`config.mk`:
```
export PLATFORM = sky130hd
export DESIGN_NAME = ppu_ctrl
export DESIGN_NICKNAME = d
export VERILOG_FILES = /design/src/rtl/core/ppu_pkg.sv /design/src/rtl/core/ppu_ctrl.sv
export SDC_FILE = /design/constraint.sdc
export NUM_CORES = 1
export LEC_CHECK = 0
export BUFFER_PORTS_ARGS = -buffer_cell sky130_fd_sc_hd__buf_2
export CORE_AREA = 2 2 39 41
export DETAILED_ROUTE_END_ITERATION = 10
export DIE_AREA = 0 0 41 43
export GPL_TIMING_DRIVEN = 0
export PLACE_DENSITY_LB_ADDON = 0.1
export SKIP_LAST_GASP = 1
export SLEW_MARGIN = 20
export SYNTH_ARGS = -nofsm -noshare
export SYNTH_HDL_FRONTEND = slang
export SYNTH_SLANG_ARGS = --single-unit
```
`constraint.sdc`:
```
create_clock -name clk -period 2.84 [get_ports clk]
set_input_delay 0.568 -clock clk [delete_from_list [all_inputs] [get_ports clk]]
set_output_delay 0.568 -clock clk [all_outputs]
set_load 0.02 [all_outputs]
```
`src/rtl/core/ppu_pkg.sv`:
```
// Shared types and constants for the particle pool update block.
// Holds the pool size, request and result codes, the spawn offset table
// and the command and status structs between controller and datapath.
package ppu_pkg;

  localparam int PARTICLE_COUNT = 64;
  localparam int SLOT_W = (PARTICLE_COUNT > 1) ? $clog2(PARTICLE_COUNT) : 1;
  localparam int MAX_RESULTS = 64;
  localparam int CNT_W = (MAX_RESULTS > 1) ? $clog2(MAX_RESULTS) : 1;

  localparam int LIFE_W = 16;
  localparam int RATE_W = 20;
  localparam int DT_W = 16;
  localparam int POS_W = 32;
  localparam int RAND_W = 7;
  localparam int OUT_SLOT_W = 6;
  localparam int RISE_W = RATE_W + DT_W - 12;
  localparam int OFF_W = 14;
  localparam int CFG_DATA_W = 20;
  localparam int CFG_INDEX_W = 1;
  localparam int IN_DATA_W = 128;
  localparam int OUT_DATA_W = 104;

  localparam logic [1:0] REQ_SPAWN = 2'd0;
  localparam logic [1:0] REQ_TICK = 2'd1;
  localparam logic [1:0] REQ_READ = 2'd2;

  localparam logic [1:0] KIND_SPAWN = 2'd0;
  localparam logic [1:0] KIND_LIVE = 2'd1;
  localparam logic [1:0] KIND_NONE = 2'd2;

  localparam logic [CFG_INDEX_W-1:0] CFG_INITIAL_LIFE = 1'd0;
  localparam logic [CFG_INDEX_W-1:0] CFG_RISE_RATE = 1'd1;

  localparam logic [LIFE_W-1:0] INITIAL_LIFE_RESET = 16'd4096;
  localparam logic [RATE_W-1:0] RISE_RATE_RESET = 20'd52429;

  typedef logic signed [OFF_W-1:0] off_table_t [2**RAND_W];

  // Offset (r-50)*65536/1000 rounded to nearest, built at elaboration.
  function automatic off_table_t build_off_table();
    off_table_t t;
    int n;
    for (int r = 0; r < 2**RAND_W; r++) begin
      n = (r - 50) * 65536;
      if (n >= 0) begin
        t[r] = OFF_W'((n + 500) / 1000);
      end else begin
        t[r] = OFF_W'(-((-n + 500) / 1000));
      end
    end
    return t;
  endfunction

  localparam off_table_t OFF_TABLE = build_off_table();

  typedef struct packed {
    logic load_req;
    logic idx_clr;
    logic idx_inc;
    logic pick;
    logic spawn_wr;
    logic mul_en;
    logic rd_en;
    logic tick_wb;
    logic pend_set;
    logic pend_clr;
    logic out_pend;
    logic out_last;
    logic out_none;
  } cmd_t;

  typedef struct packed {
    logic live_cur;
    logic idx_end;
    logic out_free;
    logic have_pend;
    logic cnt_last;
  } status_t;

endpackage

```
`src/rtl/core/ppu_ctrl.sv`:
```
// Controller state machine for the particle pool update block.
// Depends on ppu_pkg for the command and status structs and codes.
module ppu_ctrl
  import ppu_pkg::*;
(
  input  logic        clk,
  input  logic        rst,
  input  logic        s_tvalid,
  input  logic [1:0]  s_tuser,
  input  status_t     status,
  output cmd_t        cmd,
  output logic        s_tready
);

  localparam logic [2:0] S_IDLE = 3'd0;
  localparam logic [2:0] S_SPAWN_SCAN = 3'd1;
  localparam logic [2:0] S_SPAWN_WR = 3'd2;
  localparam logic [2:0] S_TICK_MUL = 3'd3;
  localparam logic [2:0] S_TICK_RUN = 3'd4;
  localparam logic [2:0] S_TICK_LAST = 3'd5;
  localparam logic [2:0] S_RD_SCAN = 3'd6;
  localparam logic [2:0] S_RD_FINAL = 3'd7;

  logic [2:0] state;
  logic [2:0] state_next;

  assign s_tready = (state == S_IDLE);

  always_ff @(posedge clk) begin
    if (rst) begin
      state <= S_IDLE;
    end else begin
      state <= state_next;
    end
  end

  always_comb begin
    cmd = '0;
    state_next = state;
    case (state)
      S_IDLE: begin
        if (s_tvalid) begin
          cmd.load_req = 1'b1;
          cmd.idx_clr = 1'b1;
          case (s_tuser)
            REQ_SPAWN: state_next = S_SPAWN_SCAN;
            REQ_TICK: state_next = S_TICK_MUL;
            REQ_READ: begin
              cmd.pend_clr = 1'b1;
              state_next = S_RD_SCAN;
            end
            default: state_next = S_IDLE;
          endcase
        end
      end
      S_SPAWN_SCAN: begin
        if (!status.live_cur || status.idx_end) begin
          cmd.pick = 1'b1;
          state_next = S_SPAWN_WR;
        end else begin
          cmd.idx_inc = 1'b1;
        end
      end
      S_SPAWN_WR: begin
        if (status.out_free) begin
          cmd.spawn_wr = 1'b1;
          state_next = S_IDLE;
        end
      end
      S_TICK_MUL: begin
        cmd.mul_en = 1'b1;
        state_next = S_TICK_RUN;
      end
      S_TICK_RUN: begin
        cmd.rd_en = 1'b1;
        cmd.tick_wb = 1'b1;
        if (status.idx_end) begin
          state_next = S_TICK_LAST;
        end else begin
          cmd.idx_inc = 1'b1;
        end
      end
      S_TICK_LAST: begin
        cmd.tick_wb = 1'b1;
        state_next = S_IDLE;
      end
      S_RD_SCAN: begin
        if (status.live_cur) begin
          if (!status.have_pend || status.out_free) begin
            cmd.out_pend = status.have_pend;
            cmd.rd_en = 1'b1;
            cmd.pend_set = 1'b1;
            if (status.idx_end || status.cnt_last) begin
              state_next = S_RD_FINAL;
            end else begin
              cmd.idx_inc = 1'b1;
            end
          end
        end else if (status.idx_end) begin
          state_next = S_RD_FINAL;
        end else begin
          cmd.idx_inc = 1'b1;
        end
      end
      S_RD_FINAL: begin
        if (status.out_free) begin
          cmd.out_pend = status.have_pend;
          cmd.out_last = 1'b1;
          cmd.out_none = !status.have_pend;
          state_next = S_IDLE;
        end
      end
      default: state_next = S_IDLE;
    endcase
  end

endmodule

```
After elaboration in Yosys (flattened, before gate mapping)
Cells that the tools add are included.
- equal/unequal tests: 16
- mux-type cells: 36
- reductions and logical operators: 10
- operators with widths (kind ; count):
    3-bit two-way mux ; 9
    3-bit case mux with 7 select lines ; 1
    1-bit two-way mux ; 19
    3-bit equality test (second input constant) ; 4
    3-bit inequality test (second input constant) ; 3
    3-bit case mux with 3 select lines ; 1
    7-bit AND reduction ; 1
    3-bit by 2-bit equality test with 1-bit output (second input constant) ; 2
    2-bit two-way mux ; 3
    2-bit inequality test (second input constant) ; 3
    1-bit case mux with 2 select lines ; 2
    2-bit OR reduction ; 2
    3-bit by 1-bit equality test with 1-bit output (second input constant) ; 1
    3-bit zero test ; 1
    1-bit logical OR ; 3
    1-bit case mux with 3 select lines ; 1
    2-bit by 1-bit equality test with 1-bit output (second input constant) ; 1
    2-bit equality test (second input constant) ; 1
    1-bit zero test ; 2
    2-bit zero test ; 1
    2-bit by 1-bit inequality test with 1-bit output (second input constant) ; 1
- flip-flop bits (word level): 3
- input bits: 10
- output and inout bits: 14
- word-level logic and storage cells: 63

Depth between registers and ports, before layout
Gate-level depths: netlist of the first run.
- word-level depth: 5
- mapped depth: 6
- gate-level depth less buffers: 6

Least setup slack after synthesis of the first run
OpenSTA, ideal clock, no wires.
- path kind: register -> output
- from: reg state[1]
- to: out cmd[12] (netlist bit)
- arrival time: 1588 ps
- data required time: 2272 ps
- slack: 684 ps
- cell stages (with the launch flop): 5
- cells stage by stage: dfxtp_1 -> buf_2 -> nor3_1 -> and2_1 -> buf_4
- RTL lines (what ; RTL line ; RTL):
    from (decl) ; ppu_ctrl.sv:24 ; logic [2:0] state;
    from (signal assigned) ; ppu_ctrl.sv:33 ; state <= state_next;
    to (decl) ; ppu_ctrl.sv:11 ; output cmd_t cmd,

==> flow_summary_export.csv, run 1 <==
group,metric,value,unit
floorplanning,fp.dieH,43,µm
grt,globalRoute.totalOverflow,0,
cells_and_area,num_antenna_cells,0,
sta,slew_headroom,0.830,
cells_and_area,most-common-layout-cells,"buf_2, nor2_1, nand2_1, nor3_1, ha_1",
setup_path,required,2.27,ns
grt,grt_pass1_wl,1.68,mm
logic_synthesis,yosysSeqAreaShare,0.130,
floorplanning,initial_utilization,0.333,
sta,fin_skew,0.0000843,ns
grt,grt_pass1_vias,401,
placed_design,placedCellCount,102,
cells_and_area,finalInstanceArea,622,µm²
clock_network,cts_resized,0,
logic_synthesis,synthCells,63,
grt,grt_usage,0.136,
logic_synthesis,async_reset_ff_frac,0,
clock_network,postCtsSetupRepairBufs,0,
power_and_ir_drop,p_seq_frac,0.152,
sta,fin_crit_sh,0.710,
clock_network,clk_pin_slew_worst_paths,0.04,ns
detailed_routing,drt_iter0_drc,7,
floorplanning,die_area,1760,µm²
sta,period_needed,2.02,ns
detailed_routing,first_pass_iters,4,
cells_and_area,top_regs,"state: 3 flops",
detailed_routing,drt.antenna.violating_nets,0,
clock_network,cts_root_buf,"clkbuf_4",
sta,setup_viol,0,
power_and_ir_drop,p_sw_frac,0.471,
sta,holdWs,0.528,ns
placed_design,gp_congestion,0.669,
logic_synthesis,synth_nets,78,
cells_and_area,largest_reg_flops,3,
sta,grt_setup_unrepaired,"false",
clock_network,htree_levels,1,
sta,hold_violations,0,
logic_synthesis,ys.warnings.count,0,
cells_and_area,layout-drive-gt1-share,0.389,
setup_path,timing_worst_setup_path_type,"flop to output pin",
detailed_routing,route.detailed.drc,0,
cells_and_area,top_register,"state",
cells_and_area,instances_no_fill,106,
clock_network,clock_latency,0.23,ns
logic_synthesis,avgSynthCellArea,7.31,µm²
power_and_ir_drop,p_leak,0.328,nW
power_and_ir_drop,clockPowerShare,0.171,
floorplanning,ioPinCount,24,
grt,antenna_found_initial,0,
run,maxCapViolations,0,
detailed_routing,wl,1.01,mm
clock_network,cts_buffer_depth,2,
floorplanning,core_area,1380,µm²
clock_network,cts.sinks,3,
setup_path,end_kind,"output pin",
clock_network,cts_hold_buf,0,
placed_design,numPortBuffers,23,
logic_synthesis,synth-main-ff-cell,"dfxtp_1",
outcome,outcome,"complete, no violations",
logic_synthesis,synth_edf_count,0,
cells_and_area,area_delta_synth_final,35.1,%
floorplanning,fp-row-count,14,
cells_and_area,fillers,167,
cells_and_area,layout.nets,106,
clock_network,cts_tree,"done",
placed_design,hpwl,818,µm
sta,slew_viol_final,0,
logic_synthesis,post_synth_num_cell_types,28,
logic_synthesis,ys_ff_latch,3,
detailed_routing,viasPerCell,4.71,
logic_synthesis,netlist_area,460,µm²
clock_network,numCtsBuffers,3,
min_path,hold_path.class,"input port to flop",
power_and_ir_drop,power_density,728,nW/µm²
setup_path,critPathLaunch,"state[1]",
power_and_ir_drop,p_total,0.452,mW
setup_path,reg2reg_from,"state[2]",
power_and_ir_drop,p_sw,0.213,mW
sta,max_freq,496,MHz
setup_path,cp_max_fo,10,
power_and_ir_drop,ir_worst_vdd,0.307,mV
cells_and_area,final_common_cell,"buf_2",
detailed_routing,wl_per_cell,9.52,µm
setup_path,start_kind,"flop",
power_and_ir_drop,internal-power,0.239,mW
sta,worstMarginPinSlew,0.252,ns
placed_design,placed_area,596,µm²
grt,grt_max_degree,11,
min_path,hold_start,"rst",
power_and_ir_drop,p_comb_frac,0.677,
sta,setup_tns,0,ns
detailed_routing,vias,499,
setup_path,crit_arrival,1.45,ns
floorplanning,fp.dieW,41,µm
==> metal layers <==
layer	up-vias	share of wire	global-route usage
met5	-	0	0
met4	0	0	0.0600
met3	0	0.045	0.0157
met2	14	0.50	0.206
met1	216	0.45	0.185
li1	269	-	-
==> synth_stat cells (2+ instances only) <==
cell type / instances / area (µm²)
nor2_1: 9 / 33.8
nand2_1: 6 / 22.5
nor3_1: 6 / 30.0
ha_1: 5 / 62.6
o21ai_0: 4 / 20.0
dfxtp_1: 3 / 60.1
inv_1: 3 / 11.3
a21oi_1: 2 / 10.0
and2_1: 2 / 12.5
buf_2: 2 / 10.0
mux2i_1: 2 / 20.0
nand2b_1: 2 / 12.5
nor2b_1: 2 / 12.5
==> stage by stage <==
stage | utilization | worst slack [ns]
3_5_place_dp | 0.430 | 0.878
2_1_floorplan | - | 0.684
4_1_cts | 0.449 | 0.796
6_report | 0.449 | 0.823
3_3_place_gp | 0.430 | 0.889
5_1_grt | 0.449 | 0.675
==> critical path, stage by stage (launching register included) <==
cell	delay, ns
dfxtp_1	0.33
buf_2	0.20
nor3_1	0.26
and2_1	0.18
buf_4	0.10
buf_2	0.14
==> power groups by stage <==
stage	combinational, mW	clock, mW	sequential, mW
4_1_cts	0.310	0.0775	0.0691
3_5_place_dp	0.310	0	0.0699
5_1_grt	0.341	0.0821	0.0731
2_1_floorplan	0.239	0	0.0659
3_3_place_gp	0.311	0	0.0702
6_report	0.306	0.0772	0.0688
==> final timing paths <==
| check | end | slack (ns) | cells past startpoint |
|---|---|---|---|
| worst min register to register | state[0] | 0.69 | 3 |
| worst max register to register | state[1] | 1.22 | 6 |
| worst min-delay path | state[1] | 0.53 | 2 |
| worst max-delay path | cmd[12] | 0.82 | 5 |
==> cell type report <==
type                            instances  area [µm²]  area share
Buffer                                  4        28.8      0.0463
Clock buffer                            4        26.3      0.0423
Multi-Input combinational cell         53         360       0.579
Timing Repair Buffer                   23         115       0.185
Sequential cell                         3        60.1      0.0966
Inverter                                3        11.3      0.0181
Tap cell                               16        20.0      0.0322
==> kinds of logic after synthesis <==
group / count (synthesis) / share of synthesized area
AOI/OAI and AO/OA: 12 / 0.201
adders and majority gates: 5 / 0.136
buffers and inverters: 7 / 0.0870
DFF: 3 / 0.130
muxes: 2 / 0.0435
and+or+nand+nor: 34 / 0.402
Note: power is estimated with default switching activity, not from simulation.
==> run 2, diff against run 1 <==
Settings changed: ABC_AREA set to 1, CORE_AREA 2 2 39 41 to not set, CORE_UTILIZATION set to 40, DIE_AREA 0 0 41 43 to not set.
Clock period 2.84 ns to 1.8 ns, I/O delays scaled along.
==> run 2 against run 1 <==
  * Cell count rose by 28%
  * Clock power is 49% higher
  * Synthesized cell count up 49%
  * Combinational power grew to 2.8 times the previous value
  * Largest cell class unchanged
  * Utilization increased by 16 points
==> flow_summary_export.csv, run 2 <==
group,metric,value,unit
cells_and_area,most-common-layout-cells,"nor2_1, buf_2, inv_1, nand2_1, nand3_1",
clock_network,clock_latency,0.23,ns
cells_and_area,final_common_cell,"nor2_1",
sta,period_needed,1.69,ns
setup_path,required,1.44,ns
sta,fin_crit_sh,0.940,
grt,grt_pass1_vias,531,
clock_network,cts.sinks,3,
grt,antenna_found_initial,0,
clock_network,cts_root_buf,"clkbuf_4",
cells_and_area,top_register,"state",
detailed_routing,drt_iter0_drc,15,
sta,hold_violations,0,
clock_network,clk_pin_slew_worst_paths,0.04,ns
setup_path,start_kind,"flop",
logic_synthesis,avgSynthCellArea,5.55,µm²
logic_synthesis,synth.most_common_cell,"nor2_1",
logic_synthesis,synthCells,94,
sta,slew_viol_final,0,
floorplanning,core_area,1160,µm²
floorplanning,initial_utilization,0.451,
cells_and_area,area_delta_synth_final,36.0,%
setup_path,max_stage_delay,0.37,ns
sta,max_freq,591,MHz
setup_path,r2r_setup_slack,0.43,ns
grt,grt_usage,0.184,
power_and_ir_drop,internal-power,0.509,mW
floorplanning,die_area,1450,µm²
sta,holdWs,0.385,ns
cells_and_area,top_regs,"state: 3 flops",
setup_path,crit_chain,"inv_2 -> buf_6 -> nor2_1 -> inv_1 -> a211oi_2 -> buf_2",
sta,worstMarginPinSlew,0.244,ns
setup_path,slowest_stage,"dfxtp_4",
power_and_ir_drop,p_leak,0.461,nW
setup_path,cp_max_fo,10,
sta,timing.final.ws_setup,0.108,ns
power_and_ir_drop,p_sw,0.623,mW
clock_network,numCtsBuffers,3,
logic_synthesis,ys.warnings.count,0,
clock_network,cts_hold_buf,0,
sta,grt_setup_unrepaired,"false",
logic_synthesis,synth_nets,109,
detailed_routing,wl,1.18,mm
logic_synthesis,netlist_area,522,µm²
detailed_routing,drt.antenna.violating_nets,0,
setup_path,cp-endpoint,"cmd[2]",
sta,slew_headroom,0.837,
detailed_routing,vias,627,
logic_synthesis,synth_area_leaders,"nor2_1, ha_1, dfxtp_1, inv_1, nand2_1",
logic_synthesis,synth-main-ff-cell,"dfxtp_1",
logic_synthesis,ys_ff_latch,3,
logic_synthesis,synth_area_leader_cell,"nor2_1",
floorplanning,fp.dieH,38.1,µm
detailed_routing,first_pass_iters,4,
setup_path,crit_arrival,1.33,ns
grt,globalRoute.totalOverflow,0,
setup_path,ff2ff_path_depth,8,
cells_and_area,layout-drive-gt1-share,0.352,
power_and_ir_drop,ir_worst_vdd,0.737,mV
cells_and_area,layout.nets,138,
clock_network,cts_buffer_depth,2,
power_and_ir_drop,power_density,1600,nW/µm²
setup_path,critPathLaunch,"state[2]",
setup_path,end_kind,"output pin",
placed_design,numPortBuffers,23,
cells_and_area,num_antenna_cells,0,
floorplanning,fp-row-count,12,
floorplanning,ioPinCount,24,
outcome,outcome,"complete, no violations",
setup_path,timing_worst_setup_path_type,"flop to output pin",
clock_network,cts_tree,"done",
cells_and_area,largest_reg_flops,3,
logic_synthesis,synth_edf_count,0,
logic_synthesis,yosys-top-cells-count,"nor2_1, inv_1, nand2_1, nand3_1, ha_1",
placed_design,hpwl,943,µm
sta,setup_viol,0,
detailed_routing,wl_per_cell,8.64,µm
clock_network,htree_levels,1,
detailed_routing,route.detailed.drc,0,
sta,setup_tns,0,ns
placed_design,gp_congestion,0.853,
placed_design,pre_cts_ws,0.229,ns
power_and_ir_drop,p_comb_frac,0.754,
run,maxCapViolations,0,
power_and_ir_drop,p_seq_frac,0.144,
power_and_ir_drop,p_sw_frac,0.550,
sta,fin_skew,0.000854,ns
detailed_routing,viasPerCell,4.61,
logic_synthesis,synth_top_area_frac,0.180,
logic_synthesis,post_synth_num_cell_types,21,
logic_synthesis,yosysSeqAreaShare,0.115,
logic_synthesis,async_reset_ff_frac,0,
grt,grt_pass1_wl,1.94,mm
power_and_ir_drop,clockPowerShare,0.102,
setup_path,rr_endpoint,"state[2]",
setup_path,reg2reg_from,"state[0]",
min_path,hold_path.class,"input port to flop",
grt,grt_max_degree,11,
floorplanning,fp.dieW,38.1,µm
run 2: cell count changes in the layout (fill, tap and decap cells not counted), moves of 3 or more:
| cell | delta |
|---|---|
| nor3_1 | -3 |
| nand3_2 | +3 |
| inv_1 | +12 |
| inv_2 | +3 |
| o21ai_0 | -3 |
| nand3_1 | +7 |
| nor2_1 | +16 |
| nand2_1 | +9 |
run 2: how the worst min path moves through the flow:
stage,startpoint,end,slack (ns),depth (start not counted)
final,rst,state[1],0.38,4
after global routing,rst,state[2],0.40,4
after CTS,rst,state[1],0.38,4
after detailed placement,state[2],state[2],0.58,2
after global placement,state[2],state[2],0.59,2
after floorplan,rst,state[0],0.53,3
run 2: cell families after synthesis:
family | share of synthesized area
simple gates | 0.525
buf+inv | 0.175
compound gates | 0.0647
fa+ha+maj | 0.120
flops | 0.115
run 2: area by class of cell:
type	count	area [µm²]
multi-input cells	70	380
fillers	125	447
inverters	18	67.6
repair buffers	24	123
flip-flops and latches	3	65.1
plain buffers	3	30.0
clock buffers	4	26.3
well taps	14	17.5
run 2: per-stage QoR:
step | power [mW] | instance area, µm² | std cells | utilization
finish | 1.13 | 709 | 136 | 0.614
global route | 1.27 | 709 | 136 | 0.614
CTS | 1.10 | 682 | 135 | 0.590
detailed placement | 0.971 | 654 | 131 | 0.566
global placement | 0.968 | 654 | 131 | 0.566
floorplan | 0.779 | 522 | 94 | -
run 2: power groups by stage:
stage / Sequential, mW / Combinational, mW / Clock (mW)
3_5_place_dp: 0.146 / 0.825 / 0
3_3_place_gp: 0.148 / 0.820 / 0
6_report: 0.163 / 0.854 / 0.115
4_1_cts: 0.148 / 0.829 / 0.122
2_1_floorplan: 0.136 / 0.643 / 0
5_1_grt: 0.172 / 0.969 / 0.130
run 2: what timing repair did:
item | CTS | global route
gates resized for setup | 1 | 7
setup endpoints to repair | 1 | 5
pin swaps | 0 | 1
setup buffers | 0 | 1
run 2: per-layer routing:
layer | vias to the layer above | share of wire | GRT usage | wire [µm]
met3 | 0 | 0.049 | 0.0174 | 58
met5 | - | 0 | 0 | 0
met2 | 18 | 0.46 | 0.314 | 546
li1 | 348 | - | - | -
met1 | 261 | 0.49 | 0.243 | 570
met4 | 0 | 0 | 0.0536 | 0
run 2: critical path, delay by kind of cell (launching register included):
kind            cells  cell delay (ns)
flops               1             0.37
compound gates      1             0.20
simple gates        1             0.10
buf+inv             4             0.43
==> run 3, diff against run 2 <==
Settings changed: CORE_AREA set to 2 2 39 41, CORE_UTILIZATION 40 to not set, CTS_BUF_LIST set to sky130_fd_sc_hd__clkbuf_8, DIE_AREA set to 0 0 41 43.
==> run 3 against run 2 <==
  * Worst hold slack improved by 0.020 ns
  * Maximum frequency decreased by 5.2%
  * Highest routed layer unchanged
  * Cell area unchanged
  * Utilization decreased by 10 points
  * Critical path depth increased by 1
  * Non-clock buffer count decreased by 1
  * Register-to-register slack improved by 0.11 ns
==> flow_summary_export.csv, run 3 (synthesis results as in run 2) <==
group,metric,value,unit
power_and_ir_drop,p_sw_frac,0.528,
sta,slew_viol_final,0,
grt,globalRoute.totalOverflow,0,
sta,worstMarginPinSlew,0.255,ns
cells_and_area,fin_util,0.513,
floorplanning,fp-row-count,14,
power_and_ir_drop,clockPowerShare,0.160,
outcome,outcome,"complete, no violations",
sta,setup_tns,0,ns
detailed_routing,vias,598,
clock_network,htree_levels,1,
grt,grt_max_degree,11,
power_and_ir_drop,power_density,1650,nW/µm²
floorplanning,fp.dieH,43,µm
min_path,hold_path.class,"input port to flop",
power_and_ir_drop,internal-power,0.554,mW
cells_and_area,num_antenna_cells,0,
setup_path,ff2ff_path_depth,8,
setup_path,crit_chain,"clkbuf_4 -> nor2_2 -> nand3b_1 -> nand2_1 -> nor2_1 -> nand2_1 -> buf_2",
sta,setup_viol,0,
cells_and_area,top_register,"state",
detailed_routing,wl_per_cell,8.84,µm
floorplanning,initial_utilization,0.377,
floorplanning,fp.dieW,41,µm
placed_design,gp_congestion,0.804,
detailed_routing,route.detailed.drc,0,
detailed_routing,route.met3.wl,31,µm
clock_network,cts_tree,"done",
sta,max_freq,560,MHz
sta,fin_crit_sh,0.991,
power_and_ir_drop,p_leak,0.465,nW
placed_design,numPortBuffers,23,
min_path,worstHoldPathCells,4,
floorplanning,die_area,1760,µm²
sta,period_needed,1.78,ns
detailed_routing,first_pass_iters,5,
grt,grt_pass1_vias,501,
detailed_routing,drt_iter0_drc,18,
clock_network,postCtsSetupRepairBufs,0,
setup_path,start_kind,"flop",
cells_and_area,top_regs,"state: 3 flops",
setup_path,crit_arrival,1.42,ns
setup_path,end_kind,"output pin",
power_and_ir_drop,ir_worst_vdd,1.19,mV
power_and_ir_drop,p_comb_frac,0.706,
clock_network,cts.sinks,3,
sta,fin_skew,0.00110,ns
clock_network,numCtsBuffers,3,
clock_network,clk_pin_slew_worst_paths,0.03,ns
power_and_ir_drop,p_seq_frac,0.135,
detailed_routing,drt.antenna.violating_nets,0,
setup_path,timing_worst_setup_path_type,"flop to output pin",
floorplanning,ioPinCount,24,
setup_path,required,1.44,ns
cells_and_area,final_common_cell,"nor2_1",
power_and_ir_drop,p_sw,0.619,mW
floorplanning,core_area,1380,µm²
placed_design,hpwl,969,µm
clock_network,clock_latency,0.21,ns
cells_and_area,largest_reg_flops,3,
detailed_routing,viasPerCell,4.36,
setup_path,path_buf_inv,2,
cells_and_area,instances_no_fill,137,
grt,antenna_found_initial,0,
setup_path,crit_top_cell,"nand2_1",
placed_design,placedCellCount,133,
setup_path,cp_max_fo,10,
setup_path,max_stage_delay,0.28,ns
sta,slew_headroom,0.829,
grt,grt_usage,0.162,
detailed_routing,highest_layer,"met3",
power_and_ir_drop,p_total,1.17,mW
cells_and_area,area_delta_synth_final,36.0,%
setup_path,crit_family,"simple AND/OR/NAND/NOR gates",
sta,holdWs,0.405,ns
cells_and_area,layout.nets,137,
sta,grt_setup_unrepaired,"true",
detailed_routing,wl,1.21,mm
cells_and_area,layout-drive-gt1-share,0.339,
detailed_routing,wl_met1,632,µm
sta,hold_violations,0,
setup_path,slowest_stage,"dfxtp_1",
grt,grt_pass1_wl,2.04,mm
clock_network,cts_buffer_depth,2,
clock_network,cts_hold_buf,0,
detailed_routing,wl_met2,547,µm
run,maxCapViolations,0,
cells_and_area,most-common-layout-cells,"nor2_1, buf_2, inv_1, nand2_1, nand3_1",
clock_network,cts_root_buf,"clkbuf_8",
setup_path,path_depth,7,
run 3: cell types whose count changed in the layout (fill, tap and decap cells not counted), sizes merged:
cell / delta
inv: +1
buf: -2
run 3: cell type report:
type                    count  area (µm²)
plain buffers               3        26.3
inverters                  18        67.6
well taps                  16        20.0
clock inverters             1        3.75
fillers                   160         674
repair buffers             23         115
clock buffers               3        41.3
flip-flops and latches      3        65.1
multi-input cells          70         370
run 3: routing by layer:
layer,vias to the layer above,track usage
met5,-,0
met1,243,0.252
met2,11,0.222
met3,0,0
li1,344,-
met4,0,0.0800
run 3: worst reg2reg max path: stages (launching register included):
cell and delay [ns]:
dfxtp_1 0.28, clkbuf_4 0.17, nor2_2 0.21, nand3b_1 0.15, nand2_1 0.13, nor2_2 0.06
nand3_1 0.06, nand2_1 0.05, nor2_1 0.08
run 3: what timing repair did:
action,CTS,global route
gates resized for setup,1,3
pin swaps,0,0
endpoints found under the setup margin,1,3
run 3: worst paths after layout:
| kind | start | to | slack [ns] |
|---|---|---|---|
| max reg2reg | state[1] | state[2] | 0.54 |
| min | rst | state[0] | 0.41 |
| min reg2reg | state[2] | state[2] | 0.54 |
| max | state[1] | cmd[10] | 0.02 |
run 3: stage by stage:
stage                     setup WS, ns  area (µm²)
final                           0.0153         709
after global routing           -0.0781         709
after CTS                      0.00569         703
after detailed placement         0.208         657
after global placement           0.234         657
after floorplan                  0.125         522
run 3: power groups by stage:
stage,registers (mW),logic (mW),clock network [mW]
after global routing,0.168,0.936,0.200
after CTS,0.149,0.827,0.197
after floorplan,0.136,0.643,0
final,0.158,0.827,0.187
after detailed placement,0.148,0.824,0
after global placement,0.147,0.824,0
